--- src/design/mft_pkg.sv ---
`timescale 1ns / 1ps
// Shared types and constants for the motor feedback turn tracker.
// No dependencies; imported by every module of the block.
package mft_pkg;

  localparam int CNT_W = 16;
  localparam int ID_W = 11;
  // Degrees within one turn: at most 65535*360/256, so 17 bits for any legal range.
  localparam int DEG_W = 17;
  localparam int ANG_W = 32;

  localparam logic [ID_W-1:0] FEEDBACK_ID_RESET = 11'd513;
  localparam logic [ANG_W-1:0] DEG_PER_TURN = 32'd360;

  typedef enum logic {
    REQ_FRAME = 1'b0,
    REQ_ZERO  = 1'b1
  } req_e;

  // Decoded item handed from the input stage to the unwrap stage.
  typedef struct packed {
    logic             zero_req;
    logic             match;
    logic [CNT_W-1:0] count;
    logic [15:0]      speed;
    logic [15:0]      current;
    logic [7:0]       temp;
    logic [DEG_W-1:0] deg;
  } frm_t;

endpackage

--- src/design/mft_decode.sv ---
`timescale 1ns / 1ps
// Input stage: frame filter, field extraction and count-to-degree scaling.
// Depends on mft_pkg.
module mft_decode
  import mft_pkg::*;
#(
  parameter int ENCODER_RANGE = 8192
) (
  input  logic             clk_i,
  input  logic             rst_ni,
  input  logic             in_valid_i,
  output logic             in_ready_o,
  input  logic             req_type_i,
  input  logic [ID_W-1:0]  frame_std_id_i,
  input  logic             frame_is_standard_i,
  input  logic [63:0]      frame_data_i,
  input  logic [ID_W-1:0]  feedback_id_i,
  output logic             frm_valid_o,
  input  logic             frm_take_i,
  output frm_t             frm_o
);

  // floor(c*360/R) == (c*DegMul) >> ShiftW for every 16-bit c, with 2^ShiftW >= 2^16*R.
  localparam int RangeLog = $clog2(ENCODER_RANGE);
  localparam int ShiftW = CNT_W + RangeLog;
  localparam logic [63:0] DegMul =
    ((64'd360 << ShiftW) + 64'(ENCODER_RANGE) - 64'd1) / 64'(ENCODER_RANGE);
  localparam int ProdW = ShiftW + DEG_W;

  logic             valid_q, valid_d;
  frm_t             frm_q, frm_d;
  logic [ProdW-1:0] prod;
  logic             accept;

  assign in_ready_o = !valid_q || frm_take_i;
  assign accept = in_valid_i && in_ready_o;
  assign valid_d = accept || (valid_q && !frm_take_i);

  always_comb begin
    frm_d.zero_req = (req_e'(req_type_i) == REQ_ZERO);
    frm_d.match = (req_e'(req_type_i) == REQ_FRAME) && frame_is_standard_i &&
                  (frame_std_id_i == feedback_id_i);
    frm_d.count = frame_data_i[63:48];
    frm_d.speed = frame_data_i[47:32];
    frm_d.current = frame_data_i[31:16];
    frm_d.temp = frame_data_i[15:8];
    prod = ProdW'(frm_d.count) * ProdW'(DegMul);
    frm_d.deg = prod[ShiftW +: DEG_W];
  end

  always_ff @(posedge clk_i or negedge rst_ni) begin
    if (!rst_ni) begin
      valid_q <= 1'b0;
    end else begin
      valid_q <= valid_d;
    end
  end

  always_ff @(posedge clk_i) begin
    if (accept) begin
      frm_q <= frm_d;
    end
  end

  assign frm_valid_o = valid_q;
  assign frm_o = frm_q;

endmodule

--- src/design/mft_unwrap.sv ---
`timescale 1ns / 1ps
// Measurement state, turn unwrap, angle rebuild and the result register.
// Depends on mft_pkg.
module mft_unwrap
  import mft_pkg::*;
#(
  parameter int ENCODER_RANGE = 8192
) (
  input  logic                    clk_i,
  input  logic                    rst_ni,
  input  logic                    frm_valid_i,
  output logic                    frm_take_o,
  input  frm_t                    frm_i,
  output logic                    out_valid_o,
  input  logic                    out_ready_i,
  output logic                    accepted_o,
  output logic [CNT_W-1:0]        encoder_count_o,
  output logic signed [15:0]      rotor_speed_o,
  output logic signed [15:0]      drive_current_o,
  output logic [7:0]              temperature_o,
  output logic signed [ANG_W-1:0] turn_count_o,
  output logic signed [ANG_W-1:0] total_angle_deg_o,
  output logic                    feedback_seen_o
);

  localparam logic signed [CNT_W+1:0] Half = (CNT_W+2)'(ENCODER_RANGE / 2);

  // Architectural state. turns360_q tracks turns_q*360 so the angle needs only adds.
  logic [CNT_W-1:0] count_q, count_d;
  logic [15:0]      speed_q, speed_d;
  logic [15:0]      current_q, current_d;
  logic [7:0]       temp_q, temp_d;
  logic [ANG_W-1:0] turns_q, turns_d;
  logic [ANG_W-1:0] turns360_q, turns360_d;
  logic [ANG_W-1:0] angle_q, angle_d;
  logic             seen_q, seen_d;

  logic             out_valid_q;
  logic             res_accepted_q;
  logic [CNT_W-1:0] res_count_q;
  logic [15:0]      res_speed_q, res_current_q;
  logic [7:0]       res_temp_q;
  logic [ANG_W-1:0] res_turns_q, res_angle_q;
  logic             res_seen_q;

  logic                    take;
  logic                    first_frame;
  logic signed [CNT_W+1:0] delta;

  assign take = frm_valid_i && (!out_valid_q || out_ready_i);
  assign frm_take_o = take;

  always_comb begin
    count_d = count_q;
    speed_d = speed_q;
    current_d = current_q;
    temp_d = temp_q;
    turns_d = turns_q;
    turns360_d = turns360_q;
    angle_d = angle_q;
    seen_d = seen_q;
    first_frame = (count_q == '0) && (turns_q == '0) && (angle_q == '0);
    delta = $signed({2'b00, frm_i.count}) - $signed({2'b00, count_q});
    if (frm_i.zero_req) begin
      turns_d = '0;
      turns360_d = '0;
      angle_d = '0;
    end else if (frm_i.match) begin
      count_d = frm_i.count;
      speed_d = frm_i.speed;
      current_d = frm_i.current;
      temp_d = frm_i.temp;
      seen_d = 1'b1;
      if (first_frame) begin
        angle_d = ANG_W'(frm_i.deg);
      end else begin
        priority if (delta > Half) begin
          turns_d = turns_q - 1'b1;
          turns360_d = turns360_q - DEG_PER_TURN;
        end else if (delta < -Half) begin
          turns_d = turns_q + 1'b1;
          turns360_d = turns360_q + DEG_PER_TURN;
        end else begin
          turns_d = turns_q;
          turns360_d = turns360_q;
        end
        angle_d = turns360_d + ANG_W'(frm_i.deg);
      end
    end
  end

  always_ff @(posedge clk_i or negedge rst_ni) begin
    if (!rst_ni) begin
      count_q <= '0;
      speed_q <= '0;
      current_q <= '0;
      temp_q <= '0;
      turns_q <= '0;
      turns360_q <= '0;
      angle_q <= '0;
      seen_q <= 1'b0;
      out_valid_q <= 1'b0;
    end else begin
      if (take) begin
        count_q <= count_d;
        speed_q <= speed_d;
        current_q <= current_d;
        temp_q <= temp_d;
        turns_q <= turns_d;
        turns360_q <= turns360_d;
        angle_q <= angle_d;
        seen_q <= seen_d;
      end
      out_valid_q <= take || (out_valid_q && !out_ready_i);
    end
  end

  // The result register reports the state as it stands after the item.
  always_ff @(posedge clk_i) begin
    if (take) begin
      res_accepted_q <= frm_i.match;
      res_count_q <= count_d;
      res_speed_q <= speed_d;
      res_current_q <= current_d;
      res_temp_q <= temp_d;
      res_turns_q <= turns_d;
      res_angle_q <= angle_d;
      res_seen_q <= seen_d;
    end
  end

  assign out_valid_o = out_valid_q;
  assign accepted_o = res_accepted_q;
  assign encoder_count_o = res_count_q;
  assign rotor_speed_o = $signed(res_speed_q);
  assign drive_current_o = $signed(res_current_q);
  assign temperature_o = res_temp_q;
  assign turn_count_o = $signed(res_turns_q);
  assign total_angle_deg_o = $signed(res_angle_q);
  assign feedback_seen_o = res_seen_q;

`ifndef SYNTHESIS
  a_turns360_tracks: assert property (@(posedge clk_i) disable iff (!rst_ni)
    turns360_q == ANG_W'(turns_q * DEG_PER_TURN))
    else $error("turns360_q out of step with turns_q");

  a_zero_clears: assert property (@(posedge clk_i) disable iff (!rst_ni)
    take && frm_i.zero_req |=> turns_q == '0 && angle_q == '0)
    else $error("zero request did not clear turns and angle");

  a_state_holds: assert property (@(posedge clk_i) disable iff (!rst_ni)
    !take |=> $stable(turns_q) && $stable(angle_q) && $stable(count_q))
    else $error("state changed without an item");

  a_accept_seen: assert property (@(posedge clk_i) disable iff (!rst_ni)
    out_valid_q && res_accepted_q |-> res_seen_q)
    else $error("accepted item without feedback_seen");
`endif

endmodule

--- src/design/motor_feedback_turn_tracker.sv ---
`timescale 1ns / 1ps
// Motor feedback turn tracker. Takes one item per clock while out_ready_i is high;
// each item gives one result, through the input register, then the result register,
// and a full pipeline sustains one item per cycle. The feedback ID register may only be
// written while no item is in flight. Depends on mft_pkg, mft_decode and mft_unwrap.
module motor_feedback_turn_tracker
  import mft_pkg::*;
#(
  parameter int ENCODER_RANGE = 8192
) (
  input  logic                    clk_i,
  input  logic                    rst_ni,
  input  logic                    cfg_valid_i,
  output logic                    cfg_ready_o,
  input  logic [ID_W-1:0]         cfg_feedback_id_i,
  input  logic                    in_valid_i,
  output logic                    in_ready_o,
  input  logic                    req_type_i,
  input  logic [ID_W-1:0]         frame_std_id_i,
  input  logic                    frame_is_standard_i,
  input  logic [63:0]             frame_data_i,
  output logic                    out_valid_o,
  input  logic                    out_ready_i,
  output logic                    accepted_o,
  output logic [CNT_W-1:0]        encoder_count_o,
  output logic signed [15:0]      rotor_speed_o,
  output logic signed [15:0]      drive_current_o,
  output logic [7:0]              temperature_o,
  output logic signed [ANG_W-1:0] turn_count_o,
  output logic signed [ANG_W-1:0] total_angle_deg_o,
  output logic                    feedback_seen_o
);

  logic [ID_W-1:0] feedback_id_q;
  logic            frm_valid;
  logic            frm_take;
  frm_t            frm;

  assign cfg_ready_o = 1'b1;

  always_ff @(posedge clk_i or negedge rst_ni) begin
    if (!rst_ni) begin
      feedback_id_q <= FEEDBACK_ID_RESET;
    end else if (cfg_valid_i) begin
      feedback_id_q <= cfg_feedback_id_i;
    end
  end

  mft_decode #(
    .ENCODER_RANGE(ENCODER_RANGE)
  ) u_decode (
    .clk_i              (clk_i),
    .rst_ni             (rst_ni),
    .in_valid_i         (in_valid_i),
    .in_ready_o         (in_ready_o),
    .req_type_i         (req_type_i),
    .frame_std_id_i     (frame_std_id_i),
    .frame_is_standard_i(frame_is_standard_i),
    .frame_data_i       (frame_data_i),
    .feedback_id_i      (feedback_id_q),
    .frm_valid_o        (frm_valid),
    .frm_take_i         (frm_take),
    .frm_o              (frm)
  );

  mft_unwrap #(
    .ENCODER_RANGE(ENCODER_RANGE)
  ) u_unwrap (
    .clk_i            (clk_i),
    .rst_ni           (rst_ni),
    .frm_valid_i      (frm_valid),
    .frm_take_o       (frm_take),
    .frm_i            (frm),
    .out_valid_o      (out_valid_o),
    .out_ready_i      (out_ready_i),
    .accepted_o       (accepted_o),
    .encoder_count_o  (encoder_count_o),
    .rotor_speed_o    (rotor_speed_o),
    .drive_current_o  (drive_current_o),
    .temperature_o    (temperature_o),
    .turn_count_o     (turn_count_o),
    .total_angle_deg_o(total_angle_deg_o),
    .feedback_seen_o  (feedback_seen_o)
  );

endmodule

--- config.mk ---
export PLATFORM = sky130hd
export DESIGN_NAME = motor_feedback_turn_tracker
export DESIGN_NICKNAME = d
export VERILOG_FILES = /design/src/design/mft_pkg.sv /design/src/design/mft_decode.sv /design/src/design/mft_unwrap.sv /design/src/design/motor_feedback_turn_tracker.sv
export SDC_FILE = /design/constraint.sdc
export NUM_CORES = 1
export LEC_CHECK = 0
export ABC_AREA = 1
export ABC_CLOCK_PERIOD_IN_PS = 18350
export BUFFER_PORTS_ARGS = -buffer_cell sky130_fd_sc_hd__clkbuf_2
export CAP_MARGIN = 40
export CORE_UTILIZATION = 66
export CTS_BUF_LIST = sky130_fd_sc_hd__clkbuf_2 sky130_fd_sc_hd__clkbuf_4 sky130_fd_sc_hd__clkbuf_8
export CTS_CLUSTER_DIAMETER = 80
export DETAILED_ROUTE_END_ITERATION = 6
export MAX_ROUTING_LAYER = met4
export PLACE_DENSITY = 0.88
export REMOVE_ABC_BUFFERS = 1
export SYNTH_ARGS = -nofsm -noshare
export SYNTH_HDL_FRONTEND = slang
export SYNTH_HIERARCHICAL = 1
export SYNTH_SLANG_ARGS = --single-unit
--- constraint.sdc ---
create_clock -name clk_i -period 18.35 [get_ports clk_i]
set_input_delay 2.7525 -clock clk_i [delete_from_list [all_inputs] [get_ports clk_i]]
set_output_delay 2.7525 -clock clk_i [all_outputs]
set_load 0.01 [all_outputs]
=== Word level (Yosys, flattened, before mapping) ===
Cells that the tools add are included.

* $add $sub $neg: 6
* Bitwise operators: 1
* Eq/ne operators: 2
* Reductions and logical operators: 21
* Shift operators: 0
* Mux-type cells: 26
* Multipliers: 1
* Magnitude comparators: 2
* Div/mod/pow operators: 0

{| class="wikitable"
|+ Operator list
! operator !! count
|-
| $mux 32 || 16
|-
| $mux 16 || 6
|-
| $logic_not 32->1 || 2
|-
| $add 32x1->32 const B || 1
|-
| $add 32x12->32 || 1
|-
| $add 32x9->32 const B || 1
|-
| $sub 32x1->32 const B || 1
|-
| $sub 32x9->32 const B || 1
|-
| $mul 16x6->22 const B || 1
|-
| $gt 18x14->1 const B || 1
|-
| $lt 18x13->1 const B || 1
|-
| $sub 16x16->17 || 1
|-
| $logic_not 16->1 || 1
|-
| $mux 8 || 2
|-
| $eq 11x11->1 || 1
|-
| $logic_and 1x1->1 || 8
|-
| $logic_not 1->1 || 4
|-
| $logic_or 1x1->1 || 4
|-
| $reduce_and 3->1 || 1
|-
| $mux 1 || 2
|-
| $ne 2x2->1 const B || 1
|-
| $reduce_bool 2->1 || 1
|-
| $not 1->1 || 1
|}

* Output and inout bits: 125
* Word-level logic and storage cells: 85
* Bits in latches: 0
* Memory bits (read-only): 0
* Register bits: 358
* Bits in writable memories: 0
* Input port bits: 93
* Memories kept: 0

=== Depth between registers and ports, before layout ===
* Depth after elaboration: 11
* Mapped depth: 44
* Mapped depth without buffers: 41

=== Modules after synthesis ===
Netlist, hierarchy kept.

{| class="wikitable"
|+ By module, submodules not included
! module !! seq. area each (µm²) !! instances !! area each (µm²) !! cells an instance
|-
| mft_unwrap || 7442.1 || 1 || 17164.0 || 2267
|-
| mft_decode || 2127.0 || 1 || 4244.1 || 380
|-
| motor_feedback_turn_tracker || 277.8 || 1 || 435.4 || 49
|}

=== Worst setup path before layout ===
OpenSTA, ideal clock, no wires.

* Path kind: in2reg
* Start point: input out_ready_i
* End point: register u_decode.frm_q, in the netlist u_decode/frm_o[0], enable pin
* Buffers on the path: 2
* Path slack: 9329 ps
* Arrival: 8500 ps
* Cell stages on the path: 6
* Library setup time: 521 ps
* Required time: 17829 ps
* Cell sequence: o21ai_1 > inv_1 > clkbuf_1 > buf_2 > inv_1 > a21oi_1

* Word-level cells in the longest chain between the ends: 4

{| class="wikitable"
|+ RTL lines
! item !! RTL line !! source
|-
| start: declaration || motor_feedback_turn_tracker.sv:23 || <nowiki>input logic out_ready_i,</nowiki>
|-
| $logic_or 1x1->1 || mft_unwrap.sv:50 || <nowiki>assign take = frm_valid_i && (!out_valid_q || out_ready_i);</nowiki>
|-
| $logic_and 1x1->1 || mft_unwrap.sv:50 ||
|-
| named net frm_take || motor_feedback_turn_tracker.sv:36 || <nowiki>logic frm_take;</nowiki>
|-
| $logic_or 1x1->1 || mft_decode.sv:35 || <nowiki>assign in_ready_o = !valid_q || frm_take_i;</nowiki>
|-
| $logic_and 1x1->1 || mft_decode.sv:36 || <nowiki>assign accept = in_valid_i && in_ready_o;</nowiki>
|-
| named net u_decode.accept || mft_decode.sv:33 || <nowiki>logic accept;</nowiki>
|-
| end signal: assignment || mft_decode.sv:61 || <nowiki>frm_q <= frm_d;</nowiki>
|-
| end: declaration || mft_decode.sv:31 || <nowiki>frm_t frm_q, frm_d;</nowiki>
|}

The timed path passes the listed nets, and every way through them passes these cells.
A chain may end at the register's enable or synchronous reset.

=== Final worst setup path ===
* Start point: register u_decode.frm_q, in the netlist u_decode/frm_o[57]
* End point: register u_unwrap.res_angle_q[26], in the netlist u_unwrap/total_angle_deg_o[26] (data pin)

* Word-level cells in the longest chain between the ends: 11
* Elaborated cells on any way between the ends: 12
* Those cells by class: 2 x add/sub; 2 x order compare; 8 x mux

{| class="wikitable"
|+ RTL lines
! item !! RTL line !! source
|-
| $sub 16x16->17 (*) || mft_unwrap.sv:63 || <nowiki>delta = $signed({2'b00, frm_i.count}) - $signed({2'b00, count_q});</nowiki>
|-
| $lt 18x13->1 || mft_unwrap.sv:80 || <nowiki>end else if (delta < -Half) begin</nowiki>
|-
| $mux 32 || mft_unwrap.sv:80 ||
|-
| $mux 32 (*) || mft_unwrap.sv:77 || <nowiki>priority if (delta > Half) begin</nowiki>
|-
| $mux 32 (*) || mft_unwrap.sv:74 || <nowiki>if (first_frame) begin</nowiki>
|-
| $mux 32 (*) || mft_unwrap.sv:68 || <nowiki>end else if (frm_i.match) begin</nowiki>
|-
| $mux 32 (*) || mft_unwrap.sv:64 || <nowiki>if (frm_i.zero_req) begin</nowiki>
|-
| $add 32x12->32 (*) || mft_unwrap.sv:87 || <nowiki>angle_d = turns360_d + ANG_W'(frm_i.deg);</nowiki>
|-
| $mux 32 (*) || mft_unwrap.sv:74 ||
|-
| $mux 32 (*) || mft_unwrap.sv:68 ||
|-
| $mux 32 (*) || mft_unwrap.sv:64 ||
|-
| named net u_unwrap.angle_d[26] || mft_unwrap.sv:35 || <nowiki>logic [ANG_W-1:0] angle_q, angle_d;</nowiki>
|-
| end signal: assignment || mft_unwrap.sv:127 || <nowiki>res_angle_q <= angle_d;</nowiki>
|-
| end: declaration || mft_unwrap.sv:43 || <nowiki>logic [ANG_W-1:0] res_turns_q, res_angle_q;</nowiki>
|}

The timed path passes the listed nets; every way through them passes the cells marked *. The select of a mux whose other input is x is not followed.

==> impl_metrics.toml <==
[routing]
drt-pass1-iter-count = 6
ant_nets = 0
wire_per_inst_um = 17.9
drt-initial-drc-count = 1868
via_per_inst = 5.76
drc_errors = 0
drt_wl_total_mm = 60.2
vias = 19400

[yosys]
async_flop_share_pct = 45.9
synth.cell_area_um2 = 21800
ys_seq_area_share_pct = 45.1
ys_warn_count = 6
syn_inst = 2696
synth-edff-count = 192
synthFlopType = "edfxtp_1"
synth.avg_cell_area_um2 = 8.10
yosysUniqueCellTypes = 60
ys_ff_latch = 355

[setup_path]
r2r_end = "u_unwrap/total_angle_deg_o[26]$_DFFE_PP_"
critPathRequiredTime_ns = 18.78
worst_setup_path_start_kind = "register"
max_stage_delay_ns = 0.72
crit_slowest_cell = "nand2_4"
reg2reg_depth = 38
arrival_ns = 7.59
critical_path_class = "register to register"
reg2reg_slack_ns = 11.19
critPathMostFrequentCell = "nand2_1"
reg2reg_from = "u_decode/frm_o[57]$_DFFE_PP_"
path_max_fanout = 68
cp-end-kind = "register"

[layout]
final_common_cell = "nand2_1"
drive_gt1_share_pct = 14.5
layout.cells.non_filler = 3364
layout_common_cells = "nand2_1, inv_1, o21ai_0"
syn2layout_area_growth_pct = 12.1
fin_nets = 3068
diodes = 0
fillers = 2419
multi_input_area_um2 = 10200
seq_area_um2 = 9850

[worst_hold_path]
min_path_cells = 2
min_to = "u_unwrap/seen_q$_DFFE_PN0P_"
hold_class = "register to register"
hold_path_startpoint = "u_unwrap/seen_q$_DFFE_PN0P_"

[job]
maxCapViolCount = 0

[die]
die_area_um2 = 33800
die_w_um = 184
num_io_pins = 218
fp.dieH_um = 184
core_area_um2 = 32500
initial_core_util_pct = 67.1
rows = 66

[grt]
antenna_found_initial = 0
grt_pass1_wl_mm = 95.5
grt_pass1_vias = 18700
grt_overflow = 0
track_usage_pct = 37.3
grt_max_degree = 94

[clock_tree]
htree_levels = 2
path_clk_slew_ns = 0.06
ctsResizeCount = 0
ctsHoldBuffers = 0
root_buffer = "clkbuf_8"
cts_tree = "done"
numCtsBuffers = 58
worstSkewPairLatency_ns = 0.67
clk_path_buf_depth = 3
cts.sinks = 355
postCtsSetupRepairBufs = 0

[timing]
rsz0062_at_grt = "no"
tightest_slew_ns = 0.876
finalSetupViolations = 0
setup_tns_ns = 0
drv_slew = 0
period_share_pct = 39.0
max_freq_mhz = 140
min_period_ns = 7.16
finClkSkew_ns = 0.0598
slew_headroom_pct = 41.6
report.final.hold_viol_count = 0

[power]
vdd_drop_max_v = 0.000113
finalPower_mw = 3.87
p_per_area_nw_per_um2 = 158
p_leak_nw = 11.6

[status]
outcome = "finished clean"

[placement]
dp_cells = 3254
gp_congestion = 0.997
place_hpwl_mm = 43.0
port-buffer-count = 208
routing by layer:
metal / vias up / share of wire (%) / GRT usage [%]
li1: 9221 / - / -
met5: - / 0 / -
met2: 967 / 47 / 59.7
met3: 143 / 8.1 / 5.84
met1: 9053 / 41 / 48.1
met4: 0 / 3.1 / 13.7
stage by stage:
step	hold slack (ns)	setup slack (ns)	cell area (um^2)	util (%)
after floorplan	0.427	7.07	21300	-
after global placement	0.441	11.46	23000	70.8
after global routing	0.473	10.68	24500	75.3
final	0.467	11.19	24500	75.3
after detailed placement	0.448	11.41	23100	71.0
after CTS	0.462	11.37	24500	75.3
logic make-up (layout without fill, tap and decap cells):
family	count (synthesis)	after routing	share of synthesized area (%)
xor+xnor	108	108	4.33
other cells	2	6	0.0344
flops	355	355	45.1
compound gates	413	413	11.0
buf+inv	458	680	8.51
fa+ha+maj	103	103	6.45
simple gates	1257	1257	24.6
worst max-delay path, delay by kind of cell, from the launching register on:
family	cells	cell delay, ns
AO/OA/AOI/OAI	5	1.40
XOR/XNOR	1	0.16
adder cells (fa/ha/maj)	3	0.78
buffers and inverters	6	0.92
flip-flops	1	0.39
AND/OR/NAND/NOR	23	3.22
flip-flops by register name, summed over array words and instances (netlist names):
register                    flops
u_unwrap/out_valid_o            1
u_unwrap/turns_q               32
u_unwrap/count_q               16
u_unwrap/feedback_seen_o        1
u_unwrap/accepted_o             1
u_decode/frm_valid_o            1
u_unwrap/temp_q                 8
u_unwrap/drive_current_o       16
u_unwrap/rotor_speed_o         16
u_unwrap/total_angle_deg_o     32
u_decode/frm_o                 70
u_unwrap/turns360_q            29
u_unwrap/encoder_count_o       16
u_unwrap/angle_q               32
feedback_id_q                  11
u_unwrap/speed_q               16
u_unwrap/seen_q                 1
u_unwrap/temperature_o          8
u_unwrap/turn_count_o          32
u_unwrap/current_q             16
synthesized netlist by cell type (5+ instances only):
library cell  instances  area, um^2
a211oi_2             15         188
a21o_1               11        82.6
a21oi_1              54         270
a21oi_2               6        52.6
a31oi_1               9        56.3
buf_1                10        37.5
buf_2                11        55.1
buf_4                 9        67.6
buf_6                 7        78.8
clkbuf_1             74         278
dfrtp_1             161        4030
edfxtp_1            192        5770
fa_1                 16         320
ha_1                 87        1090
inv_1               330        1240
inv_2                13        48.8
nand2_1             725        2720
nand2_2              24         150
nand2_4               5        56.3
nand3_1             133         666
nand3_2               6        60.1
nand3b_1              6        45.0
nand4_1              52         325
nor2_1              218         818
nor2_2                6        37.5
nor3_1               40         200
nor4_1               23         144
o211ai_1             19         143
o21ai_0             229        1150
o21ai_1              14        70.1
o22ai_1              35         219
xnor2_1              15         131
xor2_1               93         815
how the worst max path moves through the flow:
| stage | from | end | depth (start not counted) |
|---|---|---|---|
| floorplan | out_ready_i | u_decode/frm_o[0]$_DFFE_PP_ | 4 |
| global placement | out_ready_i | in_ready_o | 7 |
| detailed placement | out_ready_i | in_ready_o | 7 |
| CTS | u_decode/frm_o[57]$_DFFE_PP_ | u_unwrap/total_angle_deg_o[26]$_DFFE_PP_ | 38 |
| global route | u_decode/frm_o[57]$_DFFE_PP_ | u_unwrap/total_angle_deg_o[24]$_DFFE_PP_ | 38 |
| finish | u_decode/frm_o[57]$_DFFE_PP_ | u_unwrap/total_angle_deg_o[26]$_DFFE_PP_ | 38 |
final cells by class:
class	instances	area share, %
tap	442	2.26
sequential	355	40.2
timing repair buffer	226	4.93
clock inverter	28	1.57
inverter	344	5.31
multi-input combinational	1887	41.6
clock buffer	82	4.15
power breakdown:
group	internal (mW)	switching [mW]	total, mW
clock network	0.488	0.333	0.821
logic	0.604	1.25	1.86
registers	1.05	0.135	1.19
No activity file was read; power rests on OpenSTA's default activity.
